<file path="config.mk">
export PLATFORM = sky130hd
export DESIGN_NAME = box_iou_fixed_core
export DESIGN_NICKNAME = d
export VERILOG_FILES = /design/src/design/biou_pkg.sv /design/src/design/box_iou_fixed_core.sv /design/src/design/biou_front.sv /design/src/design/biou_div_cell.sv
export SDC_FILE = /design/constraint.sdc
export NUM_CORES = 2
export LEC_CHECK = 0
export BUFFER_PORTS_ARGS = -buffer_cell sky130_fd_sc_hd__buf_2
export CORE_MARGIN = 5
export CORE_UTILIZATION = 45
export CTS_CLUSTER_SIZE = 12
export DETAILED_ROUTE_END_ITERATION = 10
export SYNTH_ARGS = -nofsm -noshare
export SYNTH_HDL_FRONTEND = slang
export SYNTH_SLANG_ARGS = --single-unit
</file>
<file path="constraint.sdc">
create_clock -name clk -period 16.05 [get_ports clk]
set_input_delay 0 -clock clk [delete_from_list [all_inputs] [get_ports clk]]
set_output_delay 0 -clock clk [all_outputs]
set_load 0.05 [all_outputs]
</file>
<file path="src/design/biou_pkg.sv">
// Shared types for the box IoU core.
`default_nettype none
package biou_pkg;

  typedef struct packed {
    logic valid;
    logic empty;
    logic full;
  } biou_ctl_t;

endpackage
`default_nettype wire

</file>
<file path="src/design/box_iou_fixed_core.sv">
// Top level of the box intersection-over-union core.
// Takes one box pair per clock (busy stays low) and returns overlap / union with
// RATIO_FRAC_BITS fraction bits, truncated. A pulse on done marks each result; the
// receiver cannot stall, so results leave in order. Between the start transfer and
// the result transfer lie the front registers for the overlap sides, area products,
// union and divisor set-up, a register per cell of the RATIO_FRAC_BITS-long
// restoring divider row, and the output register. A zero union gives ratio 0 with
// empty_union set.
`default_nettype none
module box_iou_fixed_core import biou_pkg::*; #(
  parameter int COORD_WIDTH     = 16,
  parameter int RATIO_FRAC_BITS = 16
) (
  input  logic                          clk,
  input  logic                          rst,
  input  logic                          start,
  output logic                          busy,
  input  logic signed [COORD_WIDTH-1:0] a_xmin,
  input  logic signed [COORD_WIDTH-1:0] a_ymin,
  input  logic signed [COORD_WIDTH-1:0] a_xmax,
  input  logic signed [COORD_WIDTH-1:0] a_ymax,
  input  logic signed [COORD_WIDTH-1:0] b_xmin,
  input  logic signed [COORD_WIDTH-1:0] b_ymin,
  input  logic signed [COORD_WIDTH-1:0] b_xmax,
  input  logic signed [COORD_WIDTH-1:0] b_ymax,
  output logic                          done,
  output logic [RATIO_FRAC_BITS:0]      overlap_ratio,
  output logic                          empty_union
);

  localparam int UW      = 2 * COORD_WIDTH + 1;
  localparam int R       = RATIO_FRAC_BITS;
  localparam int LATENCY = R + 5;

  biou_ctl_t        ctl_chain [0:R];
  logic [UW-1:0]    rem_chain [0:R];
  logic [UW-1:0]    div_chain [0:R];
  logic [R-1:0]     q_chain   [0:R];

  assign busy       = 1'b0;
  assign q_chain[0] = '0;

  biou_front #(
    .COORD_WIDTH (COORD_WIDTH),
    .UNION_WIDTH (UW)
  ) u_front (
    .clk      (clk),
    .rst      (rst),
    .in_valid (start && !busy),
    .a_xmin   (a_xmin),
    .a_ymin   (a_ymin),
    .a_xmax   (a_xmax),
    .a_ymax   (a_ymax),
    .b_xmin   (b_xmin),
    .b_ymin   (b_ymin),
    .b_xmax   (b_xmax),
    .b_ymax   (b_ymax),
    .ctl      (ctl_chain[0]),
    .rem      (rem_chain[0]),
    .div      (div_chain[0])
  );

  for (genvar i = 0; i < R; i++) begin : g_cell
    biou_div_cell #(
      .UNION_WIDTH     (UW),
      .RATIO_FRAC_BITS (R)
    ) u_cell (
      .clk     (clk),
      .rst     (rst),
      .ctl_in  (ctl_chain[i]),
      .rem_in  (rem_chain[i]),
      .div_in  (div_chain[i]),
      .q_in    (q_chain[i]),
      .ctl_out (ctl_chain[i+1]),
      .rem_out (rem_chain[i+1]),
      .div_out (div_chain[i+1]),
      .q_out   (q_chain[i+1])
    );
  end

  always_ff @(posedge clk) begin
    if (rst) begin
      done <= 1'b0;
    end else begin
      done <= ctl_chain[R].valid;
    end
    empty_union <= ctl_chain[R].empty;
    if (ctl_chain[R].empty) begin
      overlap_ratio <= '0;
    end else if (ctl_chain[R].full) begin
      overlap_ratio <= {1'b1, {R{1'b0}}};
    end else begin
      overlap_ratio <= {1'b0, q_chain[R]};
    end
  end

`ifndef SYNTHESIS
  a_fixed_latency: assert property (@(posedge clk) disable iff (rst)
    start |-> ##LATENCY done)
    else $error("result transfer missing after start transfer");
  a_no_spurious_result: assert property (@(posedge clk) disable iff (rst)
    done |-> $past(start, LATENCY))
    else $error("result transfer without matching start transfer");
  a_empty_gives_zero: assert property (@(posedge clk) disable iff (rst)
    done && empty_union |-> overlap_ratio == '0)
    else $error("empty union with nonzero ratio");
  a_ratio_bounded: assert property (@(posedge clk) disable iff (rst)
    done |-> overlap_ratio <= {1'b1, {R{1'b0}}})
    else $error("ratio above one");
`endif

endmodule
`default_nettype wire

</file>
<file path="src/design/biou_front.sv">
// Overlap sides, box areas and union area ahead of the divider row.
`default_nettype none
module biou_front import biou_pkg::*; #(
  parameter int COORD_WIDTH = 16,
  parameter int UNION_WIDTH = 2 * COORD_WIDTH + 1
) (
  input  logic                          clk,
  input  logic                          rst,
  input  logic                          in_valid,
  input  logic signed [COORD_WIDTH-1:0] a_xmin,
  input  logic signed [COORD_WIDTH-1:0] a_ymin,
  input  logic signed [COORD_WIDTH-1:0] a_xmax,
  input  logic signed [COORD_WIDTH-1:0] a_ymax,
  input  logic signed [COORD_WIDTH-1:0] b_xmin,
  input  logic signed [COORD_WIDTH-1:0] b_ymin,
  input  logic signed [COORD_WIDTH-1:0] b_xmax,
  input  logic signed [COORD_WIDTH-1:0] b_ymax,
  output biou_ctl_t                     ctl,
  output logic [UNION_WIDTH-1:0]        rem,
  output logic [UNION_WIDTH-1:0]        div
);

  localparam int W  = COORD_WIDTH;
  localparam int PW = UNION_WIDTH - 1;

  function automatic logic [W-1:0] side(input logic signed [W-1:0] lo,
                                        input logic signed [W-1:0] hi);
    logic [W:0] d;
    d = {hi[W-1], hi} - {lo[W-1], lo};
    side = d[W] ? '0 : d[W-1:0];
  endfunction

  logic signed [W-1:0] ox0, oy0, ox1, oy1;

  logic         s1_valid;
  logic [W-1:0] s1_ow, s1_oh, s1_aw, s1_ah, s1_bw, s1_bh;
  logic          s2_valid;
  logic [PW-1:0] s2_ov, s2_a1, s2_a2;
  logic                   s3_valid;
  logic [PW-1:0]          s3_ov;
  logic [UNION_WIDTH-1:0] s3_uni;

  always_comb begin
    ox0 = (a_xmin > b_xmin) ? a_xmin : b_xmin;
    oy0 = (a_ymin > b_ymin) ? a_ymin : b_ymin;
    ox1 = (a_xmax < b_xmax) ? a_xmax : b_xmax;
    oy1 = (a_ymax < b_ymax) ? a_ymax : b_ymax;
  end

  always_ff @(posedge clk) begin
    if (rst) begin
      s1_valid  <= 1'b0;
      s2_valid  <= 1'b0;
      s3_valid  <= 1'b0;
      ctl.valid <= 1'b0;
    end else begin
      s1_valid  <= in_valid;
      s2_valid  <= s1_valid;
      s3_valid  <= s2_valid;
      ctl.valid <= s3_valid;
    end
    s1_ow <= side(ox0, ox1);
    s1_oh <= side(oy0, oy1);
    s1_aw <= side(a_xmin, a_xmax);
    s1_ah <= side(a_ymin, a_ymax);
    s1_bw <= side(b_xmin, b_xmax);
    s1_bh <= side(b_ymin, b_ymax);
    s2_ov <= {{W{1'b0}}, s1_ow} * {{W{1'b0}}, s1_oh};
    s2_a1 <= {{W{1'b0}}, s1_aw} * {{W{1'b0}}, s1_ah};
    s2_a2 <= {{W{1'b0}}, s1_bw} * {{W{1'b0}}, s1_bh};
    s3_ov  <= s2_ov;
    s3_uni <= {1'b0, s2_a1} + {1'b0, s2_a2} - {1'b0, s2_ov};
    ctl.empty <= (s3_uni == '0);
    ctl.full  <= (s3_uni == {1'b0, s3_ov});
    rem <= {1'b0, s3_ov};
    div <= s3_uni;
  end

`ifndef SYNTHESIS
  a_union_covers_overlap: assert property (@(posedge clk) disable iff (rst)
    s3_valid |-> s3_uni >= {1'b0, s3_ov})
    else $error("union area below overlap area");
`endif

endmodule
`default_nettype wire

</file>
<file path="src/design/biou_div_cell.sv">
// One restoring division step: one quotient bit per cell.
`default_nettype none
module biou_div_cell import biou_pkg::*; #(
  parameter int UNION_WIDTH     = 33,
  parameter int RATIO_FRAC_BITS = 16
) (
  input  logic                       clk,
  input  logic                       rst,
  input  biou_ctl_t                  ctl_in,
  input  logic [UNION_WIDTH-1:0]     rem_in,
  input  logic [UNION_WIDTH-1:0]     div_in,
  input  logic [RATIO_FRAC_BITS-1:0] q_in,
  output biou_ctl_t                  ctl_out,
  output logic [UNION_WIDTH-1:0]     rem_out,
  output logic [UNION_WIDTH-1:0]     div_out,
  output logic [RATIO_FRAC_BITS-1:0] q_out
);

  localparam int UW = UNION_WIDTH;

  logic [UW:0] shifted;
  logic [UW:0] diff;
  logic        fit;

  always_comb begin
    shifted = {rem_in, 1'b0};
    diff    = shifted - {1'b0, div_in};
    fit     = !diff[UW];
  end

  always_ff @(posedge clk) begin
    if (rst) begin
      ctl_out <= '0;
    end else begin
      ctl_out <= ctl_in;
    end
    rem_out <= fit ? diff[UW-1:0] : shifted[UW-1:0];
    div_out <= div_in;
    q_out   <= {q_in[RATIO_FRAC_BITS-2:0], fit};
  end

endmodule
`default_nettype wire

</file>
**Yosys cells after proc, flatten, opt, wreduce, memory -nomap -nowiden**

Index checks and enable logic that the tools add are counted.
Widths: inputs -> output; s select.

- Word-level logic and storage cells: 202
- Bits of input ports: 131
- Output and inout port bits: 20
- Register bits: 1521

- Reductions and logical operators: 18
- Eq/ne operators: 1
- Add/sub/neg operators: 24
- Multipliers: 3
- Mux-type cells: 20
- Magnitude comparators: 4

Operators by type and width:

| kind | count |
|---|---|
| $sub 34x33->34 | 15 |
| $mux 33 | 15 |
| $sub 16x16->17 | 6 |
| $mul 16x16->32 | 3 |
| $mux 16 | 4 |
| $sub 33x33->34 | 1 |
| $add 32x32->33 | 1 |
| $eq 33x32->1 | 1 |
| $logic_not 33->1 | 1 |
| $sub 33x32->33 | 1 |
| $gt 16x16->1 | 2 |
| $lt 16x16->1 | 2 |
| $mux 17 | 1 |
| $logic_not 1->1 | 16 |
| $reduce_or 2->1 | 1 |

**Depth between registers and ports, before layout**

- Depth in word-level cells: 3
- Mapped depth: 28
- Gate-level depth less buffers: 25

**Cells and area by module**

A second synthesis with hierarchy kept.

- Cell total of the unflattened synthesis: 11467
- Area total of the unflattened synthesis: 109897.9 µm²

Modules (own cells, without submodules):

| module | times used | seq. area each (µm²) | cells an instance | area an instance (µm²) |
|---|---|---|---|---|
| biou_front | 1 | 6566.3 | 4808 | 42794.8 |
| biou_div_cell (g_cell[10].u_cell ...) | 9 | 1701.6 | 404 | 4141.5 |
| biou_div_cell (g_cell[4].u_cell ...) | 3 | 1701.6 | 444 | 4277.9 |
| biou_div_cell (g_cell[7].u_cell ...) | 3 | 1701.6 | 408 | 4157.7 |
| biou_div_cell (g_cell[0].u_cell) | 1 | 1701.6 | 424 | 3892.5 |
| box_iou_fixed_core | 1 | 380.4 | 43 | 630.6 |

**Worst setup path before layout**

No wires, ideal clock.

- Path kind: register to register
- Start point: register u_front.s1_oh[1]
- End point: register u_front.s2_ov[30]
- Required time: 15.978 ns
- Setup time: 0.072 ns
- Cell stages (with the launch flop): 24
- Arrival: 6.118 ns
- Clock period less this slack: 6.190 ns
- Buffers on the path: 1
- Slack: 9.860 ns
- Path through: dfxtp_1 -> clkbuf_1 -> nand2_1 -> fa_1 -> fa_1 -> fa_1 -> fa_1 -> inv_1 -> fa_1 -> inv_1 -> fa_1 -> inv_1 -> ha_1 -> a21o_1 -> a21o_1 -> a21o_1 -> a21o_1 -> and2_1 -> a2111oi_0 -> o21ai_0 -> a31oi_1 -> o21ai_0 -> a21oi_1 -> xnor2_1

- Longest elaborated chain between the ends: 1

Ends and longest elaborated chain:

| item | line | RTL |
|---|---|---|
| from (decl) | biou_front.sv:36 | `logic [W-1:0] s1_ow, s1_oh, s1_aw, s1_ah, s1_bw, s1_bh;` |
| from (signal assigned) | biou_front.sv:63 | `s1_oh <= side(oy0, oy1);` |
| $mul 16x16->32 | biou_front.sv:68 | `s2_ov <= {{W{1'b0}}, s1_ow} * {{W{1'b0}}, s1_oh};` |
| to (signal assigned) | biou_front.sv:68 |  |
| to (decl) | biou_front.sv:38 | `logic [PW-1:0] s2_ov, s2_a1, s2_a2;` |

Every way passes these cells.
A chain may end at the register's enable or synchronous reset.

**Final worst setup path**

- Start point: register u_front.s1_ow[10]
- End point: register u_front.s2_ov[30]

- Longest elaborated chain between the ends: 1

Ends and longest elaborated chain:

| item | line | RTL |
|---|---|---|
| from (decl) | biou_front.sv:36 |  |
| from (signal assigned) | biou_front.sv:62 | `s1_ow <= side(ox0, ox1);` |
| $mul 16x16->32 | biou_front.sv:68 |  |

Every way passes these cells.

==> impl_metrics.yaml <==
grt:
  grt_pass1_vias: 75910
  overflow: 0
  grt_pass1_wl_um: 389500
  antenna_found_initial: 4
  groute.usage.overall_pct: 21.33
  grt_start_max_net_pins: 54
placed_design:
  placed_cells_incl_taps: 13140
  finalWeightedCongestion: 0.9472
  portBuffers: 149
  hpwl_um: 191900
sta:
  hold_violations: 0
  rsz0062_at_grt: "no"
  worst_slew_pin_slew_ps: 1274
  period_minus_slack_ps: 7483
  fin_skew_ps: 73.21
  slew_headroom_pct: 14.43
  fin_setup_tns_ps: 0
  maxSlewViolCount: 0
  fmax_mhz: 133.6
  fin_crit_sh_pct: 46.63
  setup_viol: 0
die:
  row_count: 171
  core_area_sq_um: 216700
  start_util_pct: 45.10
  die_width_um: 476.0
  ios: 151
  dieArea_sq_um: 226600
  die_h_um: 476.0
drt:
  routedWlPerCell_um: 17.63
  drt_first_pass_iters: 6
  antenna_left: 0
  drtIter0Drc: 2836
  drt-total-wl_um: 240900
  drc: 0
  vias_per_cell: 5.193
  via_count: 70950
cts:
  numCtsBuffers: 167
  post_cts_resized: 0
  clock_latency_ps: 810
  cts_setup_buffers: 0
  clkSinkCount: 1521
  h-tree-depth: 4
  root_buffer: "clkbuf_16"
  clk_pin_slew_ps: 60
  cts_tree: "yes"
  clock_tree.buffer_depth: 3
setup_path:
  rrSetupSlack_ps: 8570
  start_kind: "flip-flop"
  critical_path.startpoint: "u_front.s1_ow[10]$_SDFF_PP0_"
  reg2reg_from: "u_front.s1_ow[10]$_SDFF_PP0_"
  worstSetupEndpointType: "flip-flop"
  crit_arrival_ps: 8180
  cp_data_required_time_ps: 16750
  reg2reg_depth: 22
  r2r-end: "u_front.s2_ov[30]$_DFF_P_"
  crit_path_max_fanout: 16
  crit_type: "flip-flop to flip-flop"
worst_hold_path:
  min_path_cells: 5
  min_path_type: "input port to flip-flop"
  min_from: "a_ymin[9]"
  hold-path-endpoint: "u_front.s1_ah[9]$_SDFF_PP0_"
synthesis:
  yosys_warnings: 0
  yosysMostFrequentCell: "inv_1"
  synth_largest_area_cell: "dfxtp_1"
  syn-instance-count: 10320
  synth_nets: 12100
  ys_seq_area_share_pct: 31.15
  syn-cell-area_sq_um: 97740
  synth_top_flop_cell: "dfxtp_1"
  synth.distinct_cells: 93
  async_reset_ff_share_pct: 0
  ys_ff_latch: 1521
  ys_top_cells_by_area: "dfxtp_1 31%, fa_1 13%, ha_1 13%"
  synth_enable_flop_cells: 0
  synth_commonest_cells: "1633 x inv_1, 1521 x dfxtp_1, 1015 x ha_1"
  synth_top_area_share_pct: 31.15
  avgSynthCellArea_sq_um: 9.471
run:
  max-cap-violations: 0
layout:
  drive_gt1_share_pct: 8.615
  syn_to_final_growth_pct: 11.85
  instances_no_fill: 13660
  final_nets: 12460
outcome:
  status: "finished clean"
## sequential cells by signal (all words and copies together), names as in the netlist, 33 cells and up
signal / count
g_cell.u_cell.rem_out: 495
g_cell.u_cell.q_out: 136
u_front.s3_uni: 33
g_cell.u_cell.div_out: 495
u_front.div: 33
g_cell.u_cell.ctl_out: 48
## what timing repair did
action                     in CTS  in global routing
hold endpoints to repair      143                  0
setup endpoints to repair       0                  0
hold buffers                  219                  0
## metrics by stage
stage                     worst slack (ps)  area [sq um]  hold slack, ps  utilization, %
after floorplan                       9860         97740           71.61               -
after global placement                8443        101500           211.7           46.85
after detailed placement              8463        101500           219.5           46.85
after CTS                             8455        109300           2.070           50.44
after global routing                  8183        109300           17.95           50.44
final                                 8567        109300           78.47           50.44
## metal layers
layer	part of all wire (%)	up-vias	track usage, %
li1	-	34860	-
met1	39	34200	22.70
met2	53	1325	41.39
met3	3.1	574	2.713
met4	5.2	0	10.02
met5	0	-	0
## layout by cell type, fill, tap and decap left out, types with 85 or more instances in the layout
cell and instances:
nor3_1 130, ha_1 1015, o21a_1 96, a21oi_1 558
xor2_1 193, nor2_1 390, and2_1 411, buf_2 149
inv_1 1633, nor2b_1 167, clkbuf_16 168, nand2_1 711
o21bai_1 85, nand3_1 108, mux2_2 365, nand2b_1 110
xnor2_1 403, a21o_1 332, o21ai_0 346, dfxtp_1 1521
fa_1 635, dlygate4sd3_1 219
## worst max-delay path by stage
stage	to	slack, ps
2_1_floorplan	u_front.s2_ov[30]$_DFF_P_	9860
3_3_place_gp	u_front.s2_ov[30]$_DFF_P_	8440
3_5_place_dp	u_front.s2_ov[30]$_DFF_P_	8460
4_1_cts	u_front.s2_ov[30]$_DFF_P_	8460
5_1_grt	u_front.s2_ov[30]$_DFF_P_	8180
6_report	u_front.s2_ov[30]$_DFF_P_	8570
## worst max-delay path, cell delays in order, from the launching register on
cell       delay, ps
dfxtp_1          750
nand2_1          170
fa_1             530
fa_1             610
fa_1             460
fa_1             550
inv_1             50
fa_1             480
inv_1             50
fa_1             470
inv_1             50
ha_1             340
a21o_1           180
a21o_1           160
a21o_1           190
a21o_1           180
and2_1           160
a2111oi_0        900
o21ai_0          410
a31oi_1          300
o21ai_0          110
a21oi_1          190
xnor2_1          130
## kinds of logic (layout without fill, tap and decap cells)
group	after synthesis	in the layout	share of synthesized area [%]
AND/OR/NAND/NOR	2287	2287	11.64
AO/OA/AOI/OAI	1902	1902	12.61
buffers and inverters	1849	2336	7.216
adder cells (fa/ha/maj)	1650	1650	26.00
flip-flops	1521	1521	31.15
XOR/XNOR	608	608	5.494
multiplexers	502	502	5.881
other	1	4	0.003837
## area by class of cell
class / count / area, sq um
Tap cell: 2854 / 3571
Clock buffer: 248 / 4935
Antenna cell: 3 / 7.507
Timing Repair Buffer: 403 / 3201
Multi-Input combinational cell: 6950 / 60380
Inverter: 1634 / 6133
Fill cell: 19890 / 107400
Sequential cell: 1521 / 30450
Clock inverter: 51 / 645.6
Power is left out: the tool's default activity adds up to more than one toggle a clock period on the data nets, which glitch-free logic cannot reach.
